**config.mk**
```make
export PLATFORM = sky130hd
export DESIGN_NAME = sector_cache_clock_replacement_core_flat
export DESIGN_NICKNAME = d
export VERILOG_FILES = /design/src/hdl/scc_pkg.sv /design/src/hdl/scc_if.sv /design/src/hdl/scc_ram.sv /design/src/hdl/sector_cache_clock_replacement_core.sv /design/src/flat_wrapper.sv
export SDC_FILE = /design/constraint.sdc
export NUM_CORES = 2
export LEC_CHECK = 0
export BUFFER_PORTS_ARGS = -buffer_cell sky130_fd_sc_hd__buf_2
export CORE_UTILIZATION = 40
export CTS_BUF_LIST = sky130_fd_sc_hd__clkbuf_2
export DETAILED_ROUTE_END_ITERATION = 16
export SYNTH_ARGS = -nofsm -noshare
export SYNTH_HDL_FRONTEND = slang
export SYNTH_SLANG_ARGS = --single-unit
```
**constraint.sdc**
```tcl
create_clock -name clk -period 4.6 [get_ports clk]
set_input_delay 0.69 -clock clk [delete_from_list [all_inputs] [get_ports clk]]
set_output_delay 0.69 -clock clk [all_outputs]
set_load 0.01 [all_outputs]
```
**src/hdl/scc_pkg.sv**
```systemverilog
// Shared widths and command codes of the sector cache engine.
package scc_pkg;

  localparam int CMD_W    = 2;
  localparam int SECTOR_W = 32;
  localparam int SLOT_W   = 6;

  localparam logic [CMD_W-1:0] CMD_READ  = 2'd0;
  localparam logic [CMD_W-1:0] CMD_WRITE = 2'd1;
  localparam logic [CMD_W-1:0] CMD_FLUSH = 2'd2;
  localparam logic [CMD_W-1:0] CMD_NONE  = 2'd3;

endpackage

```
**src/hdl/scc_if.sv**
```systemverilog
// Request and response channel interfaces of the sector cache engine.
interface scc_req_if;
  logic                          valid;
  logic                          ready;
  logic [scc_pkg::CMD_W-1:0]     command;
  logic [scc_pkg::SECTOR_W-1:0]  sector;

  modport source (output valid, command, sector, input ready);
  modport sink   (input valid, command, sector, output ready);
endinterface

interface scc_rsp_if;
  logic                          valid;
  logic                          ready;
  logic [scc_pkg::SLOT_W-1:0]    slot;
  logic                          hit;
  logic                          fill;
  logic                          writeback;
  logic [scc_pkg::SECTOR_W-1:0]  writeback_sector;
  logic                          last;

  modport source (output valid, slot, hit, fill, writeback, writeback_sector, last,
                  input ready);
  modport sink   (input valid, slot, hit, fill, writeback, writeback_sector, last,
                  output ready);
endinterface

```
**src/hdl/scc_ram.sv**
```systemverilog
// Generic single-write, single-read synchronous RAM with registered read data.
module scc_ram #(
  parameter int WIDTH = 32,
  parameter int DEPTH = 64
) (
  input  logic                                      clk,
  input  logic                                      we,
  input  logic [((DEPTH > 1) ? $clog2(DEPTH) : 1)-1:0] waddr,
  input  logic [WIDTH-1:0]                          wdata,
  input  logic                                      re,
  input  logic [((DEPTH > 1) ? $clog2(DEPTH) : 1)-1:0] raddr,
  output logic [WIDTH-1:0]                          rdata
);

  logic [WIDTH-1:0] mem [DEPTH];

  always_ff @(posedge clk) begin
    if (we) begin
      mem[waddr] <= wdata;
    end
    if (re) begin
      rdata <= mem[raddr];
    end
  end

endmodule

```
**src/hdl/sector_cache_clock_replacement_core.sv**
```systemverilog
// Tag and clock replacement engine of a fully associative sector cache. One request word
// is worked on at a time; the tag RAM has a single read port, so the tag search reads one
// slot per cycle. A miss scans all SLOTS tags, then walks the clock hand one slot per
// cycle, clearing set reference marks (at most SLOTS + 1 steps, the last of which reads
// the victim's tag), and registers the result word with any writeback report. A flush
// scans every slot and reports each valid dirty one as a writeback word; a word is held
// until the next is found, so the final one carries the last flag, and the response side
// can stall the scan. Valid, dirty and reference marks sit in flip-flops cleared by reset;
// the tag RAM is not cleared, as a tag is only read back for a valid slot. A new request
// is taken as soon as the last response word of the previous one, if any, sits in the
// output register.
module sector_cache_clock_replacement_core #(
  parameter int SLOTS = 64
) (
  input  logic           clk,
  input  logic           rst,
  scc_req_if.sink        req,
  scc_rsp_if.source      rsp
);
  import scc_pkg::*;

  localparam int SW = (SLOTS > 1) ? $clog2(SLOTS) : 1;
  localparam int CW = $clog2(SLOTS + 1);
  localparam logic [SW-1:0] LAST_SLOT = SW'(SLOTS - 1);
  localparam logic [CW-1:0] CNT_END   = CW'(SLOTS);

  localparam logic [2:0] S_IDLE   = 3'd0;
  localparam logic [2:0] S_SEARCH = 3'd1;
  localparam logic [2:0] S_HIT    = 3'd2;
  localparam logic [2:0] S_WALK   = 3'd3;
  localparam logic [2:0] S_VICT   = 3'd4;
  localparam logic [2:0] S_FSCAN  = 3'd5;
  localparam logic [2:0] S_FREAD  = 3'd6;
  localparam logic [2:0] S_FLAST  = 3'd7;

  logic [2:0]          state;
  logic                cmd_write;
  logic [SECTOR_W-1:0] sector_r;
  logic [CW-1:0]       idx;
  logic                chk_vld;
  logic [SW-1:0]       chk_idx;
  logic [SW-1:0]       slot_r;
  logic [SW-1:0]       hand;
  logic [SLOTS-1:0]    valid_m;
  logic [SLOTS-1:0]    dirty_m;
  logic [SLOTS-1:0]    ref_m;
  logic                pend;
  logic [SW-1:0]       pend_slot;
  logic [SECTOR_W-1:0] pend_sector;

  logic                out_vld;
  logic [SLOT_W-1:0]   out_slot;
  logic                out_hit;
  logic                out_fill;
  logic                out_wb;
  logic [SECTOR_W-1:0] out_wbs;
  logic                out_last;

  logic                ram_re;
  logic [SW-1:0]       ram_ra;
  logic                ram_we;
  logic [SECTOR_W-1:0] ram_rdata;
  logic                out_free;
  logic                match;
  logic                emit;
  logic [SW-1:0]       e_slot;
  logic                e_hit;
  logic                e_fill;
  logic                e_wb;
  logic [SECTOR_W-1:0] e_wbs;
  logic                e_last;

  scc_ram #(
    .WIDTH (SECTOR_W),
    .DEPTH (SLOTS)
  ) u_tag_ram (
    .clk   (clk),
    .we    (ram_we),
    .waddr (hand),
    .wdata (sector_r),
    .re    (ram_re),
    .raddr (ram_ra),
    .rdata (ram_rdata)
  );

  assign req.ready = (state == S_IDLE);
  assign out_free  = !out_vld || rsp.ready;
  assign match     = chk_vld && valid_m[chk_idx] && (ram_rdata == sector_r);

  assign rsp.valid            = out_vld;
  assign rsp.slot             = out_slot;
  assign rsp.hit              = out_hit;
  assign rsp.fill             = out_fill;
  assign rsp.writeback        = out_wb;
  assign rsp.writeback_sector = out_wbs;
  assign rsp.last             = out_last;

  always_comb begin
    ram_re = 1'b0;
    ram_ra = idx[SW-1:0];
    ram_we = 1'b0;
    emit   = 1'b0;
    e_slot = slot_r;
    e_hit  = 1'b0;
    e_fill = 1'b0;
    e_wb   = 1'b0;
    e_wbs  = '0;
    e_last = 1'b1;
    unique case (state)
      S_SEARCH: begin
        ram_re = !match && (idx != CNT_END);
      end
      S_HIT: begin
        emit  = out_free;
        e_hit = 1'b1;
      end
      S_WALK: begin
        ram_re = !ref_m[hand];
        ram_ra = hand;
      end
      S_VICT: begin
        emit   = out_free;
        ram_we = out_free;
        e_slot = hand;
        e_fill = 1'b1;
        e_wb   = valid_m[hand] && dirty_m[hand];
        e_wbs  = e_wb ? ram_rdata : '0;
      end
      S_FSCAN: begin
        ram_re = (idx != CNT_END) && valid_m[idx[SW-1:0]] && dirty_m[idx[SW-1:0]];
      end
      S_FREAD: begin
        // A newer dirty slot was found, so the held one is not the final word.
        emit   = pend && out_free;
        e_slot = pend_slot;
        e_wb   = 1'b1;
        e_wbs  = pend_sector;
        e_last = 1'b0;
      end
      S_FLAST: begin
        emit   = out_free;
        e_slot = pend_slot;
        e_wb   = 1'b1;
        e_wbs  = pend_sector;
      end
      default: begin
      end
    endcase
  end

  always_ff @(posedge clk) begin
    if (rst) begin
      state   <= S_IDLE;
      valid_m <= '0;
      dirty_m <= '0;
      ref_m   <= '0;
      hand    <= '0;
      out_vld <= 1'b0;
      chk_vld <= 1'b0;
      pend    <= 1'b0;
    end else begin
      if (emit) begin
        out_vld  <= 1'b1;
        out_slot <= SLOT_W'(e_slot);
        out_hit  <= e_hit;
        out_fill <= e_fill;
        out_wb   <= e_wb;
        out_wbs  <= e_wbs;
        out_last <= e_last;
      end else if (rsp.ready) begin
        out_vld <= 1'b0;
      end

      unique case (state)
        S_IDLE: begin
          if (req.valid) begin
            cmd_write <= (req.command == CMD_WRITE);
            sector_r  <= req.sector;
            idx       <= '0;
            chk_vld   <= 1'b0;
            pend      <= 1'b0;
            case (req.command) inside
              CMD_READ, CMD_WRITE: state <= S_SEARCH;
              CMD_FLUSH:           state <= S_FSCAN;
              default:             state <= S_IDLE;
            endcase
          end
        end
        S_SEARCH: begin
          chk_vld <= ram_re;
          chk_idx <= idx[SW-1:0];
          if (ram_re) begin
            idx <= idx + 1'b1;
          end
          if (match) begin
            slot_r <= chk_idx;
            state  <= S_HIT;
          end else if (chk_vld && chk_idx == LAST_SLOT) begin
            state <= S_WALK;
          end
        end
        S_HIT: begin
          if (out_free) begin
            ref_m[slot_r] <= 1'b1;
            if (cmd_write) begin
              dirty_m[slot_r] <= 1'b1;
            end
            state <= S_IDLE;
          end
        end
        S_WALK: begin
          // Second chance: a set reference mark is cleared and the hand moves on.
          if (ref_m[hand]) begin
            ref_m[hand] <= 1'b0;
            hand        <= (hand == LAST_SLOT) ? '0 : hand + 1'b1;
          end else begin
            state <= S_VICT;
          end
        end
        S_VICT: begin
          if (out_free) begin
            valid_m[hand] <= 1'b1;
            dirty_m[hand] <= cmd_write;
            ref_m[hand]   <= 1'b1;
            state         <= S_IDLE;
          end
        end
        S_FSCAN: begin
          if (idx == CNT_END) begin
            state <= pend ? S_FLAST : S_IDLE;
          end else if (ram_re) begin
            state <= S_FREAD;
          end else begin
            idx <= idx + 1'b1;
          end
        end
        S_FREAD: begin
          if (!pend || out_free) begin
            pend        <= 1'b1;
            pend_slot   <= idx[SW-1:0];
            pend_sector <= ram_rdata;
            idx         <= idx + 1'b1;
            state       <= S_FSCAN;
          end
        end
        S_FLAST: begin
          if (out_free) begin
            pend  <= 1'b0;
            state <= S_IDLE;
          end
        end
        default: begin
          state <= S_IDLE;
        end
      endcase
    end
  end

endmodule

```
**src/flat_wrapper.sv**
```systemverilog
// flat-port wrapper written by rule: the top's interface ports become plain ports
module sector_cache_clock_replacement_core_flat import scc_pkg::*;
#(
  parameter int SLOTS = 64
)
  (clk, rst, req_valid, req_command, req_sector, req_ready, rsp_valid, rsp_slot, rsp_hit, rsp_fill, rsp_writeback, rsp_writeback_sector, rsp_last, rsp_ready);
  scc_req_if req_i ();
  scc_rsp_if rsp_i ();
  input  logic clk;
  input  logic rst;
  input wire logic [$bits(req_i.valid)-1:0] req_valid;
  input wire logic [$bits(req_i.command)-1:0] req_command;
  input wire logic [$bits(req_i.sector)-1:0] req_sector;
  output wire logic [$bits(req_i.ready)-1:0] req_ready;
  output wire logic [$bits(rsp_i.valid)-1:0] rsp_valid;
  output wire logic [$bits(rsp_i.slot)-1:0] rsp_slot;
  output wire logic [$bits(rsp_i.hit)-1:0] rsp_hit;
  output wire logic [$bits(rsp_i.fill)-1:0] rsp_fill;
  output wire logic [$bits(rsp_i.writeback)-1:0] rsp_writeback;
  output wire logic [$bits(rsp_i.writeback_sector)-1:0] rsp_writeback_sector;
  output wire logic [$bits(rsp_i.last)-1:0] rsp_last;
  input wire logic [$bits(rsp_i.ready)-1:0] rsp_ready;
  assign req_i.valid = req_valid;
  assign req_i.command = req_command;
  assign req_i.sector = req_sector;
  assign req_ready = req_i.ready;
  assign rsp_valid = rsp_i.valid;
  assign rsp_slot = rsp_i.slot;
  assign rsp_hit = rsp_i.hit;
  assign rsp_fill = rsp_i.fill;
  assign rsp_writeback = rsp_i.writeback;
  assign rsp_writeback_sector = rsp_i.writeback_sector;
  assign rsp_last = rsp_i.last;
  assign rsp_i.ready = rsp_ready;
  sector_cache_clock_replacement_core #(.SLOTS(SLOTS)) u_core (.clk(clk), .rst(rst), .req(req_i), .rsp(rsp_i));
endmodule
```
==> impl_metrics.toml <==
[worst_setup_path]
reg2reg_depth = 10
cp.arrival_ps = 5900
crit_chain = "nand3b_4 > mux2i_4 > buf_12 > buf_12 > buf_4 > mux4_2 > nand2_1 > and3_1 > o32ai_1 > a221o_1"
required_ps = 6250
r2r_setup_slack_ps = 340
cp_max_fo = 24
reg2reg_from = "u_core.state[0]$_SDFFE_PP0P_"
startpoint = "u_core.state[0]$_SDFFE_PP0P_"
crit_buf_inv = 3
end_kind = "flip-flop"
cp.depth = 10
cp_top_family = "compound AO/OA/AOI/OAI gates"
crit_end = "u_core.u_tag_ram.rdata[0]$_DFFE_PP_"
cpMostUsedCell = "buf_12"
r2r_end = "u_core.u_tag_ram.rdata[0]$_DFFE_PP_"
crit_path_start_kind = "flip-flop"
max_stage_delay_ps = 1110
slowest_stage = "o32ai_1"
critical_path_class = "reg -> reg"

[placement]
placed_cell_area_um2 = 102000
placedCellCount = 8348
detailed_place_hpwl_um = 162000
port_buffers = 81
place.gp.congestion = 0.894
dp_slack_ps = 529

[power_and_ir_drop]
comb_power_share_pct = 28.4
switching_share_pct = 33.6
vdd_drop_max_uv = 570
clock_power_share_pct = 25.0
intPower_mw = 36.8
power_mw = 55.4
powerDensity_nw_per_um2 = 511
seqPwrFrac_pct = 46.5
netSwitchingPower_mw = 18.6
power_leakage_nw = 35.2

[global_route]
antenna_found_initial = 23
grt_pass1_wl_um = 399000
grt_pass1_vias = 55600
grt_util_all_layers_pct = 22.9
grt_max_degree = 96
grt-ovfl-total = 0

[yosys]
yosys_most_used_dff = "edfxtp_1"
synth.avg_cell_area_um2 = 18.5
syn-cell-area_um2 = 96200
yosysSeqAreaShare_pct = 73.3
synth-async-reset-ratio_pct = 0
synthCells = 5206
ys_ff_latch = 2416
syn-num-nets = 5247
synth_edf_count = 2212
yosysWarningCount = 0
ys_types = 69

[sta]
rsz0062_at_grt = "no"
fmax_mhz = 235
setup_ws_ps = 344
hold_viol_final = 0
tightest_slew_ps = 1410
fin_skew_ps = 188
fin_tns_setup_ps = 0
hold_ws_ps = 297
maxSlewViolCount = 0
setup_viol = 0
finalCritPeriodShare_pct = 92.5
min_period_ps = 4260
max_slew_margin_pct = 5.78

[final_layout]
final_util_pct = 45.5
drive_gt1_share_pct = 30.5
final_area_um2 = 108000
stdcell_count = 9453
nets = 5943
synthToLayoutAreaGrowth_pct = 12.7

[die]
dieArea_um2 = 243000
fp-row-count = 179
start_util_pct = 40.3
die_x_um = 492
io_pins = 82
fp.dieH_um = 492
core-area_um2 = 239000

[cts]
cts_tree = "yes"
clkLatencyLatePin_ps = 1890
cts_made_buffers = 614
cts_root_buf = "clkbuf_2"
clk_path_buf_depth = 4
cts_htree_levels = 6
clkSinkCount = 2416
ctsResizeCount = 0
cts.clk_slew.worst_paths_ps = 100

[run_status]
status = "finished clean"

[routing]
drt-wirelength-per-cell_um = 29.7
drc_errors = 0
drtIter0Drc = 7146
wirelength_um = 281000
routed_via_density = 5.93
vias = 56100
final_antenna_net_count = 0
firstDrtPassIters = 6

[worst_hold_path]
hp-class = "in -> reg"

[flow_run]
drv_cap = 0
[placed cells by master, fill, tap and decap left out, drive strengths merged, types with 6 or more instances in the layout]
cell type,netlist,layout
edfxtp,2212,2212
clkbuf,186,874
mux4,544,544
nand2,377,377
buf,172,333
dfxtp,204,204
nor2,121,121
nor3,110,110
dlygate4sd3,0,105
a21oi,105,105
mux2i,104,104
a211oi,101,101
and2,100,100
clkinv,1,98
a22oi,74,74
a31oi,69,69
o211ai,68,68
nand2b,68,68
o21a,62,62
o21ai,54,54
o22ai,54,54
a22o,50,50
nand3,40,40
and3,38,38
mux2,38,38
o32ai,35,35
xor2,33,33
a221o,32,32
nand4,24,24
inv,11,19
nor2b,16,16
nor4,15,15
diode,0,14
a221oi,8,8
nand3b,8,8
and3b,7,7
xnor2,6,6
bufinv,0,6
or3,6,6
[Yosys cell counts, types with 11 or more instances]
| library cell | number | area [um^2] |
|---|---|---|
| dfxtp_1 | 204 | 4080 |
| a22oi_1 | 74 | 556 |
| mux4_2 | 544 | 12300 |
| nor2_1 | 121 | 454 |
| o21ai_0 | 54 | 270 |
| buf_2 | 110 | 551 |
| nor3_1 | 109 | 546 |
| o22ai_1 | 54 | 338 |
| a211oi_1 | 100 | 751 |
| clkbuf_1 | 186 | 698 |
| nand4_1 | 24 | 150 |
| mux2_2 | 38 | 428 |
| a31oi_1 | 69 | 432 |
| nor2b_1 | 16 | 100 |
| nand2b_1 | 68 | 425 |
| o32ai_1 | 35 | 307 |
| nand2_1 | 377 | 1420 |
| buf_4 | 38 | 285 |
| edfxtp_1 | 2212 | 66400 |
| a21oi_1 | 105 | 526 |
| a221o_1 | 32 | 320 |
| o21a_1 | 62 | 465 |
| a22o_1 | 50 | 438 |
| nand3_1 | 40 | 200 |
| mux2i_1 | 103 | 1030 |
| buf_1 | 15 | 56.3 |
| and2_1 | 99 | 619 |
| nor4_1 | 15 | 93.8 |
| o211ai_1 | 68 | 510 |
| inv_1 | 11 | 41.3 |
| xor2_1 | 33 | 289 |
| and3_1 | 38 | 238 |
[power by group through the flow]
stage	sequential [mW]	combinational (mW)	clock (mW)
detailed placement	26.3	15.6	0
global placement	26.2	15.6	0
global route	25.8	16.6	15.2
floorplan	25.9	9.99	0
finish	25.8	15.8	13.9
CTS	25.8	15.7	14.2
[per-layer routing]
metal  vias up  share of wire (%)  global-route usage [%]
li1      23000                  -                       -
met1     29500                 41                    32.7
met2      3144                 46                    35.0
met3       440                 11                    5.84
met4         4                1.9                    6.04
met5         -             0.0096                       0
[registers in the layout, summed over array words and instances, names as in the netlist, 3 cells and up]
name and count:
u_core.state 3, u_core.rsp.slot 6, u_core.sector_r 32, u_core.idx 7, u_core.hand 6, u_core.rsp.writeback_sector 32, u_core.pend_sector 32, u_core.ref_m 64
u_core.slot_r 6, u_core.chk_idx 6, u_core.valid_m 64, u_core.dirty_m 64, u_core.u_tag_ram.mem 2048, u_core.u_tag_ram.rdata 32, u_core.pend_slot 6
[tightest hold or removal path, stage by stage]
cell           delay [ps]
dlygate4sd3_1         520
buf_2                 120
dlygate4sd3_1         630
[timing repair]
item / in CTS / in global routing
setup buffers: 0 / 0
hold buffers: 105 / 0
hold endpoints to repair: 274 / 0
setup endpoints to repair: 0 / 0
[worst min-delay path by stage]
stage                                  startpoint                             to  slack, ps  cells after the start
floorplan             u_core.chk_idx[0]$_DFFE_PP_     u_core.slot_r[0]$_DFFE_PP_        420                      0
global placement    u_core.ref_m[63]$_SDFFE_PP0P_  u_core.ref_m[63]$_SDFFE_PP0P_        460                      2
detailed placement  u_core.ref_m[63]$_SDFFE_PP0P_  u_core.ref_m[63]$_SDFFE_PP0P_        480                      2
CTS                                req_sector[25]  u_core.sector_r[25]$_DFFE_PP_         80                      3
global route                       req_sector[25]  u_core.sector_r[25]$_DFFE_PP_        100                      3
finish                             req_sector[25]  u_core.sector_r[25]$_DFFE_PP_        300                      3
[kinds of logic (layout without fill, tap and decap cells)]
group,after synthesis,count (layout),synth area share [%]
AO/OA/AOI/OAI,738,738,5.43
XOR/XNOR,39,39,0.355
adder cells (fa/ha/maj),3,3,0.0390
buffers and inverters,370,1436,1.80
flip-flops,2416,2416,73.3
multiplexers,686,686,14.3
other,0,14,0
AND/OR/NAND/NOR,954,954,4.83
[layout make-up]
type / count / area [um^2]
fill: 20700 / 130000
clock inverter: 112 / 603
sequential: 2416 / 70500
timing repair buffer: 438 / 4290
tap: 3167 / 3960
clock buffer: 874 / 4370
multi-input combinational: 2420 / 24600
antenna: 14 / 35.0
inverter: 12 / 46.3
No activity file was read; power rests on OpenSTA's default activity.
